File: src/sv/owm_pkg.sv
// ---------------------------------------------------------------------------
// owm_pkg: shared types and timing for the 1-Wire bus master
// Holds the command codes, sequencer phases, result record and the slot
// timing tables, kept as exact quarter-microsecond counts.
// ---------------------------------------------------------------------------
package owm_pkg;

    localparam int BITS_PER_BYTE = 8;
    localparam int TICKS_PER_US  = 4;

    // Longest phase is the standard reset low time (1920 quarter microseconds)
    localparam int MAX_TICKS = (1920 * TICKS_PER_US + 3) / 4;
    localparam int TMR_W     = $clog2(MAX_TICKS + 1);

    typedef logic [TMR_W-1:0] t_timer;

    typedef enum logic [1:0] {
        FUNC_TICK  = 2'd0,
        FUNC_RESET = 2'd1,
        FUNC_BYTE  = 2'd2,
        FUNC_BIT   = 2'd3
    } t_func;

    typedef enum logic [2:0] {
        PH_IDLE     = 3'd0,
        PH_RST_WAIT = 3'd1,
        PH_RST_LOW  = 3'd2,
        PH_RST_REL  = 3'd3,
        PH_RST_REC  = 3'd4,
        PH_SLOT_LOW = 3'd5,
        PH_SLOT_REL = 3'd6,
        PH_SLOT_REC = 3'd7
    } t_phase;

    typedef enum logic [3:0] {
        T_A = 4'd0,
        T_B = 4'd1,
        T_C = 4'd2,
        T_D = 4'd3,
        T_E = 4'd4,
        T_F = 4'd5,
        T_G = 4'd6,
        T_H = 4'd7,
        T_I = 4'd8,
        T_J = 4'd9
    } t_tidx;

    typedef struct packed {
        logic       drive_low;
        logic       busy;
        logic       done;
        logic [7:0] rx_byte;
        logic       presence;
    } t_result;

    // Phase length in ticks: ceil(quarters * TICKS_PER_US / 4)
    function automatic t_timer ticks_of(input logic od, input t_tidx idx);
        logic [10:0] q;
        q = 11'd0;
        if (od) begin
            case (idx)
                T_A: q = 11'd6;
                T_B: q = 11'd30;
                T_C: q = 11'd30;
                T_D: q = 11'd10;
                T_E: q = 11'd3;
                T_F: q = 11'd28;
                T_G: q = 11'd10;
                T_H: q = 11'd280;
                T_I: q = 11'd34;
                T_J: q = 11'd160;
                default: q = 11'd0;
            endcase
        end else begin
            case (idx)
                T_A: q = 11'd24;
                T_B: q = 11'd256;
                T_C: q = 11'd240;
                T_D: q = 11'd40;
                T_E: q = 11'd36;
                T_F: q = 11'd220;
                T_G: q = 11'd0;
                T_H: q = 11'd1920;
                T_I: q = 11'd280;
                T_J: q = 11'd1640;
                default: q = 11'd0;
            endcase
        end
        return t_timer'((int'(q) * TICKS_PER_US + 3) / 4);
    endfunction

endpackage

File: src/sv/owm_core.sv
// ---------------------------------------------------------------------------
// owm_core: 1-Wire phase sequencer
// Keeps the phase, slot timer and shift registers, advances them by one tick
// per accepted request and forms the result of that tick.
// ---------------------------------------------------------------------------
module owm_core
    import owm_pkg::*;
(
    input  logic       i_clk,
    input  logic       i_rst_n,
    input  logic       i_step,
    input  logic       i_overdrive,
    input  t_func      i_func,
    input  logic [7:0] i_tx_data,
    input  logic       i_line_in,
    output t_result    o_result
);

    localparam logic [3:0] BYTE_BITS = 4'(BITS_PER_BYTE);

    t_phase     r_phase,  n_phase;
    t_timer     r_timer,  n_timer;
    logic [3:0] r_bits,   n_bits;
    logic [7:0] r_send,   n_send;
    logic [7:0] r_recv,   n_recv;
    logic       r_pres,   n_pres;
    t_func      r_active, n_active;
    logic       n_done;

    // Next state: one tick of the sequencer
    always_comb begin
        t_phase     tgt;
        logic       go;
        logic       fin;
        t_timer     d;
        logic [3:0] nb;

        n_phase  = r_phase;
        n_timer  = r_timer;
        n_bits   = r_bits;
        n_send   = r_send;
        n_recv   = r_recv;
        n_pres   = r_pres;
        n_active = r_active;
        n_done   = 1'b0;
        tgt      = PH_IDLE;
        go       = 1'b0;
        fin      = 1'b0;
        d        = '0;
        nb       = 4'd1;

        if (r_phase == PH_IDLE) begin
            // Start a command; a plain tick does nothing
            if (i_func != FUNC_TICK) begin
                n_active = i_func;
                go       = 1'b1;
                if (i_func == FUNC_RESET) begin
                    tgt = PH_RST_WAIT;
                end else begin
                    n_send = (i_func == FUNC_BIT) ? {7'd0, i_tx_data[0]} : i_tx_data;
                    n_bits = (i_func == FUNC_BYTE) ? BYTE_BITS : 4'd1;
                    if (n_bits == 4'd0) begin
                        n_bits = 4'd1;
                    end
                    n_recv = 8'd0;
                    tgt    = PH_SLOT_LOW;
                end
            end
        end else if (r_timer != '0) begin
            n_timer = r_timer - t_timer'(1);
        end else begin
            // Phase over: pick its successor
            go = 1'b1;
            unique case (r_phase)
                PH_RST_WAIT: tgt = PH_RST_LOW;
                PH_RST_LOW:  tgt = PH_RST_REL;
                PH_RST_REL:  tgt = PH_RST_REC;
                PH_SLOT_LOW: tgt = r_send[0] ? PH_SLOT_REL : PH_SLOT_REC;
                PH_SLOT_REL: tgt = PH_SLOT_REC;
                PH_SLOT_REC: begin
                    n_send = r_send >> 1;
                    n_bits = (r_bits != 4'd0) ? r_bits - 4'd1 : 4'd0;
                    if (n_bits == 4'd0) begin
                        fin = 1'b1;
                    end else begin
                        tgt = PH_SLOT_LOW;
                    end
                end
                default: fin = 1'b1;
            endcase
        end

        if (fin) begin
            // Finish: right-justify the sampled bits of a touch
            if (n_active == FUNC_BYTE || n_active == FUNC_BIT) begin
                nb     = (n_active == FUNC_BYTE) ? BYTE_BITS : 4'd1;
                n_recv = n_recv >> (4'd8 - nb);
            end
            n_phase = PH_IDLE;
            n_timer = '0;
            n_done  = 1'b1;
        end else if (go) begin
            // Skip the pre-reset wait when its length is zero
            if (tgt == PH_RST_WAIT && ticks_of(i_overdrive, T_G) == '0) begin
                tgt = PH_RST_LOW;
            end
            case (tgt)
                PH_RST_WAIT: d = ticks_of(i_overdrive, T_G);
                PH_RST_LOW:  d = ticks_of(i_overdrive, T_H);
                PH_RST_REL:  d = ticks_of(i_overdrive, T_I);
                PH_RST_REC: begin
                    n_pres = ~i_line_in;
                    d      = ticks_of(i_overdrive, T_J);
                end
                PH_SLOT_LOW: d = ticks_of(i_overdrive, n_send[0] ? T_A : T_C);
                PH_SLOT_REL: d = ticks_of(i_overdrive, T_E);
                PH_SLOT_REC: begin
                    if (n_send[0]) begin
                        n_recv = {i_line_in, n_recv[7:1]};
                        d      = ticks_of(i_overdrive, T_F);
                    end else begin
                        n_recv = n_recv >> 1;
                        d      = ticks_of(i_overdrive, T_D);
                    end
                end
                default: d = t_timer'(1);
            endcase
            n_phase = tgt;
            n_timer = d - t_timer'(1);
        end
    end

    // Outputs: the state after this tick's update
    always_comb begin
        o_result.drive_low = (n_phase == PH_RST_LOW) || (n_phase == PH_SLOT_LOW);
        o_result.busy      = (n_phase != PH_IDLE);
        o_result.done      = n_done;
        o_result.rx_byte   = n_recv;
        o_result.presence  = n_pres;
    end

    // Advance state on each accepted tick
    always_ff @(posedge i_clk) begin
        if (!i_rst_n) begin
            r_phase  <= PH_IDLE;
            r_timer  <= '0;
            r_bits   <= 4'd0;
            r_send   <= 8'd0;
            r_recv   <= 8'd0;
            r_pres   <= 1'b0;
            r_active <= FUNC_TICK;
        end else if (i_step) begin
            r_phase  <= n_phase;
            r_timer  <= n_timer;
            r_bits   <= n_bits;
            r_send   <= n_send;
            r_recv   <= n_recv;
            r_pres   <= n_pres;
            r_active <= n_active;
        end
    end

    a_done_from_busy: assert property (@(posedge i_clk) disable iff (!i_rst_n)
        i_step && o_result.done |-> r_phase != PH_IDLE)
        else $error("done flagged on a tick that started idle");

    a_timer_counts: assert property (@(posedge i_clk) disable iff (!i_rst_n)
        i_step && r_phase != PH_IDLE && r_timer != '0 |=> r_timer == $past(r_timer) - t_timer'(1))
        else $error("slot timer did not count down");

    a_slot_bits: assert property (@(posedge i_clk) disable iff (!i_rst_n)
        (r_phase == PH_SLOT_LOW || r_phase == PH_SLOT_REL || r_phase == PH_SLOT_REC)
        |-> r_bits != 4'd0)
        else $error("slot running with no bits left");

    a_hold_idle: assert property (@(posedge i_clk) disable iff (!i_rst_n)
        !i_step |=> $stable(r_phase) && $stable(r_timer) && $stable(r_recv))
        else $error("sequencer moved without a tick");

endmodule

File: src/sv/onewire_bus_master_slots.sv
// ---------------------------------------------------------------------------
// onewire_bus_master_slots: tick-driven 1-Wire bus master
// Runs bus reset, byte touch and bit touch sequences, one request per tick.
// ---------------------------------------------------------------------------
// Usage:
//   Each input request is one quarter-microsecond tick carrying a command
//   code, the byte to send and the sampled bus level. A command is taken on
//   a tick that finds the master idle; commands arriving while busy are
//   dropped. Every tick yields exactly one result: the drive-low level for
//   the open-drain line, busy and done flags, the receive shift register and
//   the presence flag from the last reset.
//   The result of a tick is presented in the output register on the cycle
//   after it is accepted. Throughput is one tick per cycle while the
//   receiver keeps taking results; the sequencer update sits between the
//   accepted tick and the result register, so a new tick is taken while
//   the previous result is being taken by the receiver.
//   When the receiver stalls, the result holds and input ready drops until
//   the result is taken; no tick is lost and the sequence simply pauses.
//   The overdrive register is written on its own valid/ready channel and is
//   always ready; write it only while the master is idle.
//   Reset clears the sequencer to idle, presence and receive data to zero,
//   overdrive to standard timing, and empties the output register.
// ---------------------------------------------------------------------------
module onewire_bus_master_slots
    import owm_pkg::*;
(
    input  logic       i_clk,
    input  logic       i_rst_n,
    // configuration write
    input  logic       i_cfg_valid,
    output logic       o_cfg_ready,
    input  logic       i_cfg_overdrive,
    // tick request
    input  logic       i_in_valid,
    output logic       o_in_ready,
    input  logic [1:0] i_func,
    input  logic [7:0] i_tx_data,
    input  logic       i_line_in,
    // result
    output logic       o_out_valid,
    input  logic       i_out_ready,
    output logic       o_drive_low,
    output logic       o_busy_res,
    output logic       o_done_res,
    output logic [7:0] o_rx_byte,
    output logic       o_presence
);

    logic    r_overdrive;
    logic    r_out_valid;
    t_result r_out;
    t_result core_res;
    logic    step;

    // Accept a tick whenever the result register is free or being emptied
    assign o_in_ready  = !r_out_valid || i_out_ready;
    assign step        = i_in_valid && o_in_ready;
    assign o_cfg_ready = 1'b1;

    // Hold the overdrive selection
    always_ff @(posedge i_clk) begin
        if (!i_rst_n) begin
            r_overdrive <= 1'b0;
        end else if (i_cfg_valid) begin
            r_overdrive <= i_cfg_overdrive;
        end
    end

    owm_core u_core (
        .i_clk       (i_clk),
        .i_rst_n     (i_rst_n),
        .i_step      (step),
        .i_overdrive (r_overdrive),
        .i_func      (t_func'(i_func)),
        .i_tx_data   (i_tx_data),
        .i_line_in   (i_line_in),
        .o_result    (core_res)
    );

    // Result register valid flag
    always_ff @(posedge i_clk) begin
        if (!i_rst_n) begin
            r_out_valid <= 1'b0;
        end else if (step) begin
            r_out_valid <= 1'b1;
        end else if (i_out_ready) begin
            r_out_valid <= 1'b0;
        end
    end

    // Capture the result payload
    always_ff @(posedge i_clk) begin
        if (step) begin
            r_out <= core_res;
        end
    end

    assign o_out_valid = r_out_valid;
    assign o_drive_low = r_out.drive_low;
    assign o_busy_res  = r_out.busy;
    assign o_done_res  = r_out.done;
    assign o_rx_byte   = r_out.rx_byte;
    assign o_presence  = r_out.presence;

endmodule
File: config.mk
export PLATFORM = sky130hd
export DESIGN_NAME = onewire_bus_master_slots
export DESIGN_NICKNAME = d
export VERILOG_FILES = /design/src/sv/owm_pkg.sv /design/src/sv/owm_core.sv /design/src/sv/onewire_bus_master_slots.sv
export SDC_FILE = /design/constraint.sdc
export NUM_CORES = 1
export LEC_CHECK = 0
export BUFFER_PORTS_ARGS = -buffer_cell sky130_fd_sc_hd__buf_2
export CAP_MARGIN = 10
export CORE_MARGIN = 2
export CORE_UTILIZATION = 55
export DETAILED_ROUTE_END_ITERATION = 10
export PLACE_DENSITY = 0.87
export SLEW_MARGIN = 20
export SYNTH_ARGS = -nofsm -noshare
export SYNTH_HDL_FRONTEND = slang
export SYNTH_HIERARCHICAL = 1
export SYNTH_SLANG_ARGS = --single-unit
File: constraint.sdc
create_clock -name i_clk -period 4.66 [get_ports i_clk]
set_clock_uncertainty 0.2 [all_clocks]
set_input_delay 0.932 -clock i_clk [delete_from_list [all_inputs] [get_ports i_clk]]
set_output_delay 0.932 -clock i_clk [all_outputs]
set_load 0.05 [all_outputs]
# Word level (Yosys, flattened, before mapping)
# Memory sizes are Yosys's and may differ from the RTL's.
# Cells that the tools add are included.
# totals
regBits,51
romBits,272
inputBits,17
elab_cells,199
mem_count,2
# op_classes
addsub,22
eq_ne,25
shift,1
muxes,95
bitwise,10
n_reduce_logical,29
# memory_table
name,words,width,rd,rd_clocked_by_memory_dff,write_ports,line,source
(no name shown),16,9,1,0,0,owm_pkg.sv:75,case (idx)
(no name shown),16,8,1,0,0,owm_pkg.sv:61,case (idx)
# op_table
op,count
$mux W11,38
$mux W8,15
$add A13 B2 Y13 const B,9
$add A11 B1 Y11,9
$pmux W11 S7,1
$mux W4,10
$mux W3,10
$eq A3 B3 Y1 const B,8
$sub A11 B1 Y11 const B,2
$pmux W3 S6,1
$reduce_or A2 Y1,9
$eq A3 B2 Y1 const B,5
$mux W1,13
$mux W6,2
$logic_not A11 Y1,1
$reduce_bool A11 Y1,1
$and A1 B1 Y1 const A,9
$eq A3 B1 Y1 const B,3
$mux W9,1
$eq A2 B2 Y1 const B,4
$logic_not A4 Y1,2
$shr A8 B4 Y8,1
$mux W2,3
$reduce_bool A2 Y1,3
other kinds (17),22

# Longest topological paths before layout
# Gate-level depths: netlist (run 1).
# depth
word_depth,32
mapped_depth,16
depth_no_buf,15

# Cells and area by module
# Netlist (run 1), hierarchy kept.
# modules_own_cells
mod,instances,cells_each,area_each_um2,seq_area_each_um2
owm_core,1,339,2756.4,740.7
onewire_bus_master_slots,1,22,465.4,400.4

# Worst setup path after synthesis (run 1)
# OpenSTA, ideal clock, no wires.
# synth_path
kind,input -> register
from,in i_func[1]
to,reg u_core.r_timer[9]
arrival_time_ns,3.177
required_ns,4.373
path_slack_ns,1.196
cell_stages,13
n_path_buf,1
cell_sequence,and2_1 clkbuf_1 a32oi_1 and2_1 inv_1 ha_1 and3_1 o211ai_1 o311a_1 nor3b_2 nand2_1 o21a_1 o31ai_1
# synth_via
elab_chain_cells,18
word_cells_on_any_way,41
cone_classes,add/sub (3); eq/ne (10); mux (22); reduce/logical (4); memory (2)
# synth_rtl
item,line,source
from (decl),onewire_bus_master_slots.sv:36,"input logic [1:0] i_func,"
$eq A2 B1 Y1,owm_core.sv:57,if (i_func == FUNC_RESET) begin
$mux W8,owm_core.sv:57,
$mux W8 *,owm_core.sv:54,if (i_func != FUNC_TICK) begin
$mux W8 *,owm_core.sv:52,if (r_phase == PH_IDLE) begin
via u_core.n_send[0],owm_core.sv:24,"logic [7:0] r_send, n_send;"
$mux W2,owm_core.sv:115,"PH_SLOT_LOW: d = ticks_of(i_overdrive, n_send[0] ? T_A : T_C);"
$mem_v2 Z16 W8 / $mem_v2 Z16 W9 (equally long branches),--,
$mux W11,owm_pkg.sv:60,if (od) begin
[... 3 more ...],--,
$add A13 B2 Y13,owm_pkg.sv:89,return t_timer'((int'(q) * TICKS_PER_US + 3) / 4);
$add A11 B1 Y11 (no line),--,
$pmux W11 S7 *,owm_core.sv:107,case (tgt)
$mux W11 *,owm_core.sv:102,end else if (go) begin
$mux W11 *,owm_core.sv:93,if (fin) begin
$sub A11 B1 Y11 *,owm_core.sv:129,n_timer = d - t_timer'(1);
$mux W11 *,owm_core.sv:102,
$mux W11 *,owm_core.sv:93,
to (signal assigned),owm_core.sv:154,r_timer <= n_timer;
to (decl),owm_core.sv:22,"t_timer r_timer, n_timer;"
# The timed path passes the listed nets; every way through them passes the cells marked *. The select of a mux whose other input is x is not followed.
# A chain may end at the register's enable or synchronous reset.

# Worst setup path after layout (run 1)
# layout_path
from,reg u_core.r_phase[1]
to,reg u_core.r_timer[9]
# layout_via
elab_chain_cells,18
word_cells_on_any_way,49
cone_classes,add/sub (3); eq/ne (15); mux (24); reduce/logical (5); memory (2)
# layout_rtl
item,line,source
from (decl),owm_core.sv:21,"t_phase r_phase, n_phase;"
from (signal assigned),owm_core.sv:153,r_phase <= n_phase;
$eq A3 B3 Y1,owm_core.sv:74,unique case (r_phase)
$mux W8,owm_core.sv:74,
$mux W8,owm_core.sv:69,end else if (r_timer != '0) begin
$mux W8,owm_core.sv:52,
$mux W2,owm_core.sv:115,
$mem_v2 Z16 W8 / $mem_v2 Z16 W9 (equally long branches),--,
$mux W11,owm_pkg.sv:60,
$mux W11,owm_core.sv:107,
[... 2 more ...],--,
$add A13 B2 Y13,owm_pkg.sv:89,
$add A11 B1 Y11 (no line),--,
$pmux W11 S7,owm_core.sv:107,
$mux W11,owm_core.sv:102,
$mux W11,owm_core.sv:93,
$sub A11 B1 Y11,owm_core.sv:129,
$mux W11,owm_core.sv:102,
$mux W11,owm_core.sv:93,
# Parallel ways exist; a longest one is shown, timed or not. The select of a mux whose other input is x is not followed.

==> results.json, run 1 <==
{
  "status": "completed",
  "setup_tns_ps": 0,
  "cp_max_fo": 12,
  "final_layout_size_suffix_gt1_share_pct": 16.3,
  "max-clock-path-buffers": 2,
  "syn_nets": 388,
  "highest_layer": "met4",
  "dieWidth_um": 80.5,
  "synth_area_leaders": "dfxtp_1, edfxtp_1, nand2_1",
  "ys_warn_count": 6,
  "drc": 0,
  "path_clk_slew_ps": 90,
  "grt_pass1_wl_um": 12100,
  "crit_path_start_kind": "register",
  "grt_remaining_overflow": 0,
  "dr.pass1.iters": 5,
  "maxCapViolCount": 0,
  "hpwl_um": 5050,
  "synthCells": 361,
  "vias": 2791,
  "htree_levels": 2,
  "hold_path_class": "register to register",
  "postCtsSetupBuffers": 0,
  "yosysUniqueCellTypes": 74,
  "antenna_found_initial": 0,
  "rr_worst_depth": 14,
  "synth-seq-cells": 51,
  "cts_num_sinks": 51,
  "drt_iter0_drc": 237,
  "critPathCaptureType": "register",
  "total_leakage_power_nw": 1.29,
  "core_um2": 5570,
  "ant_nets": 0,
  "async_reset_ff_share_pct": 0,
  "postCtsHoldBufs": 0,
  "hold_depth": 2,
  "relSlewSlack_pct": 41.8,
  "cts.repair.resized": 0,
  "final.min_clock_period_ps": 4230,
  "num_antenna_cells": 0,
  "max_slew.worst_pin.slew_ps": 871,
  "nets": 401,
  "synth_edf_count": 12,
  "synth_area_leader_cell": "dfxtp_1",
  "num_io_pins": 32,
  "routed_wl_um": 7140,
  "tritoncts": "yes",
  "max_freq_mhz": 236,
  "grt_max_degree": 36,
  "die_y_um": 80.5,
  "dieArea_um2": 6490,
  "start_util_pct": 57.8,
  "period_share_pct": 90.8,
  "area_growth_pct": 7.38,
  "finalSetupViolations": 0,
  "root_buffer": "clkbuf_8",
  "clkLatencyLatePin_ps": 300,
  "syn_area_um2": 3220,
  "met1Wirelength_um": 3190,
  "hold_viol": 0,
  "numCtsBuffers": 5,
  "io_buffers": 30,
  "syn_area_per_cell_um2": 8.92,
  "synth_top_area_share_pct": 24.2,
  "fillerInstances": 466,
  "peakVddDrop_uv": 299,
  "final-max-slew-violation-count": 0,
  "critPathRequiredTime_ps": 4680,
  "p_per_area_nw_per_um2": 520,
  "via_per_inst": 6.24,
  "yosysSeqAreaShare_pct": 35.4,
  "first_global_vias": 2592,
  "avgRoutedWirePerCell_um": 16.0,
  "wl_met3_um": 429,
  "power.total_w": 0.00180,
  "critPathArrivalTime_ps": 4260,
  "placementRows": 27,
  "place_congestion": 0.974,
  "critical_path_class": "register to register",
  "rsz0062_at_grt": "false",
  "dr_wl_met2_um": 3390,
  "ys.flop_type": "dfxtp_1",
  "grt_usage_pct": 23.7
}
[metrics by stage]
stage / worst slack, ps / cell area (µm²) / hold WS [ps] / util (%) / instances
after CTS: 503 / 3460 / 273 / 62.1 / 447
after detailed placement: 570 / 3350 / 259 / 60.1 / 439
after global placement: 815 / 3350 / 249 / 60.1 / 439
final: 427 / 3460 / 270 / 62.1 / 447
after global routing: 107 / 3460 / 307 / 62.1 / 447
after floorplan: 1200 / 3220 / 241 / - / 361
[registers in the layout (all words and copies together) (netlist names)]
| name | flops |
|---|---|
| o_drive_low | 1 |
| r_overdrive | 1 |
| u_core/r_send | 8 |
| o_presence | 1 |
| o_done_res | 1 |
| u_core/r_phase | 3 |
| o_rx_byte | 8 |
| o_out_valid | 1 |
| o_busy_res | 1 |
| u_core/r_pres | 1 |
| u_core/r_bits | 4 |
| u_core/r_recv | 8 |
| u_core/r_timer | 11 |
| u_core/r_active | 2 |
[synthesized netlist by cell type, drive strengths merged, types with 2 or more instances]
cell,number
dfxtp,39
nand2,35
nor2b,19
nor2,18
o21ai,18
a21oi,17
clkbuf,14
buf,12
edfxtp,12
inv,12
mux2i,12
nand3,12
a21boi,11
a22oi,11
nor3,11
ha,10
nor3b,9
xnor2,8
and2,7
and3,5
o211ai,5
nand2b,4
nand4,4
o31ai,4
a211oi,3
a31oi,3
nor4,3
o211a,3
o221ai,3
o311a,3
or3,3
a221oi,2
a32oi,2
and4,2
o311ai,2
o31a,2
o41ai,2
[report_power, final]
part	switching, W	internal, W	total, W
Clock	0.000147	0.000160	0.000307
Combinational	0.000580	0.000319	0.000898
Sequential	0.0000693	0.000523	0.000592
[worst paths after layout]
path | startpoint | end | slack, ps
setup reg to reg | u_core/r_phase[1] | u_core/r_timer[9] | 430
hold / removal | u_core/r_send[5] | u_core/r_send[5] | 270
hold reg to reg | u_core/r_send[5] | u_core/r_send[5] | 270
setup / recovery | u_core/r_phase[1] | u_core/r_timer[9] | 430
[layout make-up]
cell class	instances	area, µm²	share of cell area, %
clock buffers	5	68.8	1.99
well taps	72	90.1	2.60
inverters	12	45.0	1.30
multi-input cells	272	1910	55.1
repair buffers	32	165	4.77
flip-flops and latches	51	1140	33.0
clock inverters	3	42.5	1.23
[cell families after synthesis]
family	synth area share, %
other	0.116
XOR/XNOR	2.17
AND/OR/NAND/NOR	25.2
multiplexers	3.73
adder cells (fa/ha/maj)	3.88
buffers and inverters	5.40
AO/OA/AOI/OAI	24.1
flip-flops	35.4
[worst max-delay path: stages (launching register included)]
cell and delay (ps):
dfxtp_1 370, inv_1 150, ha_1 200, nor2b_1 690, and2_1 510, a32oi_1 180
and2_1 250, ha_1 220, a21boi_0 140, o211ai_1 210, o311a_1 240, nor3b_2 220
nand2_1 140, o21a_1 210, o31ai_1 200
[routing by layer]
| layer | vias to the layer above | track usage (%) |
|---|---|---|
| met4 | 0 | 8.64 |
| li1 | 1353 | - |
| met1 | 1315 | 31.2 |
| met5 | - | 0 |
| met3 | 14 | 4.49 |
| met2 | 109 | 38.6 |
[layout by cell type, fill, tap and decap left out, drive strengths merged, types with 8 or more instances in the layout]
cell type | Yosys | final
inv | 12 | 13
nand3 | 12 | 12
ha | 10 | 10
a22oi | 11 | 11
a21boi | 11 | 11
nor2 | 18 | 18
mux2i | 12 | 12
buf | 12 | 32
xnor2 | 8 | 8
nor3 | 11 | 11
dfxtp | 39 | 39
a21oi | 17 | 17
edfxtp | 12 | 12
nor3b | 9 | 9
nand2 | 35 | 35
o21ai | 18 | 18
nor2b | 19 | 19
No activity file was read; power rests on OpenSTA's default activity.
==> run 2: changes to the inputs <==
Settings changed: CORE_UTILIZATION 55 to 30, CTS_BUF_LIST set to sky130_fd_sc_hd__clkbuf_4 sky130_fd_sc_hd__clkbuf_8, PLACE_DENSITY 0.87 to 0.58.
==> run 2 against run 1 <==
  * Utilization fell by 28 points
  * Combinational power barely moved
  * Via count fell by 3.3%
  * Largest power group unchanged
==> results.json, run 2 (synthesis results as in run 1) <==
{
  "final-max-slew-violation-count": 0,
  "finalHoldWorstSlack_ps": 268,
  "grt_remaining_overflow": 0,
  "grt_usage_pct": 13.3,
  "hold_viol": 0,
  "die_y_um": 108,
  "tritoncts": "yes",
  "io_buffers": 30,
  "finalSetupViolations": 0,
  "hpwl_um": 5280,
  "vias": 2700,
  "num_io_pins": 32,
  "cp_max_fo": 12,
  "root_buffer": "clkbuf_8",
  "core_um2": 10400,
  "drc": 0,
  "critPathArrivalTime_ps": 4000,
  "numCtsBuffers": 5,
  "final_layout_size_suffix_gt1_share_pct": 17.0,
  "placementRows": 37,
  "setup_tns_ps": 0,
  "drt_iter0_drc": 169,
  "postCtsHoldBufs": 0,
  "final.min_clock_period_ps": 3980,
  "period_share_pct": 85.5,
  "peakVddDrop_uv": 175,
  "cts.repair.resized": 0,
  "dieArea_um2": 11600,
  "nets": 403,
  "total_leakage_power_nw": 1.29,
  "critical_path_class": "register to register",
  "top_register": "u_core/r_timer",
  "relSlewSlack_pct": 32.9,
  "area_growth_pct": 9.59,
  "via_per_inst": 5.26,
  "final_cell_mix": "dfxtp_1, nand2_1, buf_2, nor2b_1, nor2_1",
  "clkLatencyLatePin_ps": 310,
  "cts_num_sinks": 51,
  "max_freq_mhz": 251,
  "antenna_found_initial": 0,
  "max-clock-path-buffers": 2,
  "crit_path_start_kind": "register",
  "first_global_vias": 2522,
  "ant_nets": 0,
  "num_antenna_cells": 0,
  "path_clk_slew_ps": 90,
  "critPathCaptureType": "register",
  "max_slew.worst_pin.slew_ps": 1000,
  "p_per_area_nw_per_um2": 495,
  "routed_wl_um": 7480,
  "start_util_pct": 31.1,
  "layout_commonest_cell": "dfxtp_1",
  "maxCapViolCount": 0,
  "grt_pass1_wl_um": 12500,
  "grt_max_degree": 36,
  "dr.pass1.iters": 4,
  "largest_reg_flops": 11,
  "hold_path_class": "register to register",
  "avgRoutedWirePerCell_um": 14.6,
  "dieWidth_um": 108,
  "status": "completed",
  "rsz0062_at_grt": "false",
  "htree_levels": 2,
  "critPathRequiredTime_ps": 4670,
  "postCtsSetupBuffers": 0,
  "place_congestion": 0.904
}
## run 2: critical path: stages, from the launching register on
cell,delay [ps]
dfxtp_1,450
inv_1,130
ha_1,230
nor2b_1,140
buf_4,190
and2_1,300
a32oi_1,300
and2_1,290
inv_1,130
ha_1,200
and3_1,150
o211ai_1,160
o311a_1,230
nor3b_2,210
nand2_1,130
o21a_1,200
o31ai_1,240
## run 2: path summary, 6_finish.rpt
path / start / to / slack (ps) / cells after the start
max reg2reg: u_core/r_phase[1] / u_core/r_timer[9] / 680 / 16
max: u_core/r_phase[1] / u_core/r_timer[9] / 680 / 16
min: u_core/r_send[5] / u_core/r_send[5] / 270 / 2
min reg2reg: u_core/r_send[5] / u_core/r_send[5] / 270 / 2
## run 2: cell type report
| type | count | area (µm²) |
|---|---|---|
| Fill cell | 1078 | 6840 |
| Timing Repair Buffer | 34 | 180 |
| Inverter | 12 | 45.0 |
| Tap cell | 136 | 170 |
| Sequential cell | 51 | 1140 |
| Clock buffer | 5 | 68.8 |
| Multi-Input combinational cell | 272 | 1910 |
| Clock inverter | 3 | 18.8 |
## run 2: per-layer routing
| metal | vias up | wire length (µm) | GRT usage, % |
|---|---|---|---|
| li1 | 1362 | - | - |
| met1 | 1269 | 3760 | 19.4 |
| met2 | 60 | 3330 | 19.8 |
| met3 | 9 | 301 | 1.94 |
| met4 | 0 | 85 | 4.76 |
| met5 | - | 0 | 0 |
## run 2: through the flow
step	setup slack [ps]	cell area [µm²]	utilization [%]	std cells	total power, W
6_report	676	3530	34.0	513	0.00175
5_1_grt	372	3530	34.0	513	0.00188
4_1_cts	725	3530	34.0	513	0.00176
3_5_place_dp	792	3440	33.2	505	0.00149
3_3_place_gp	906	3440	33.2	505	0.00149
2_1_floorplan	1200	3220	-	361	0.00132
## run 2: power by group
| group | internal (W) | switching [W] | total, W |
|---|---|---|---|
| sequential | 0.000523 | 0.0000696 | 0.000593 |
| combinational | 0.000326 | 0.000574 | 0.000900 |
| clock | 0.000106 | 0.000150 | 0.000256 |
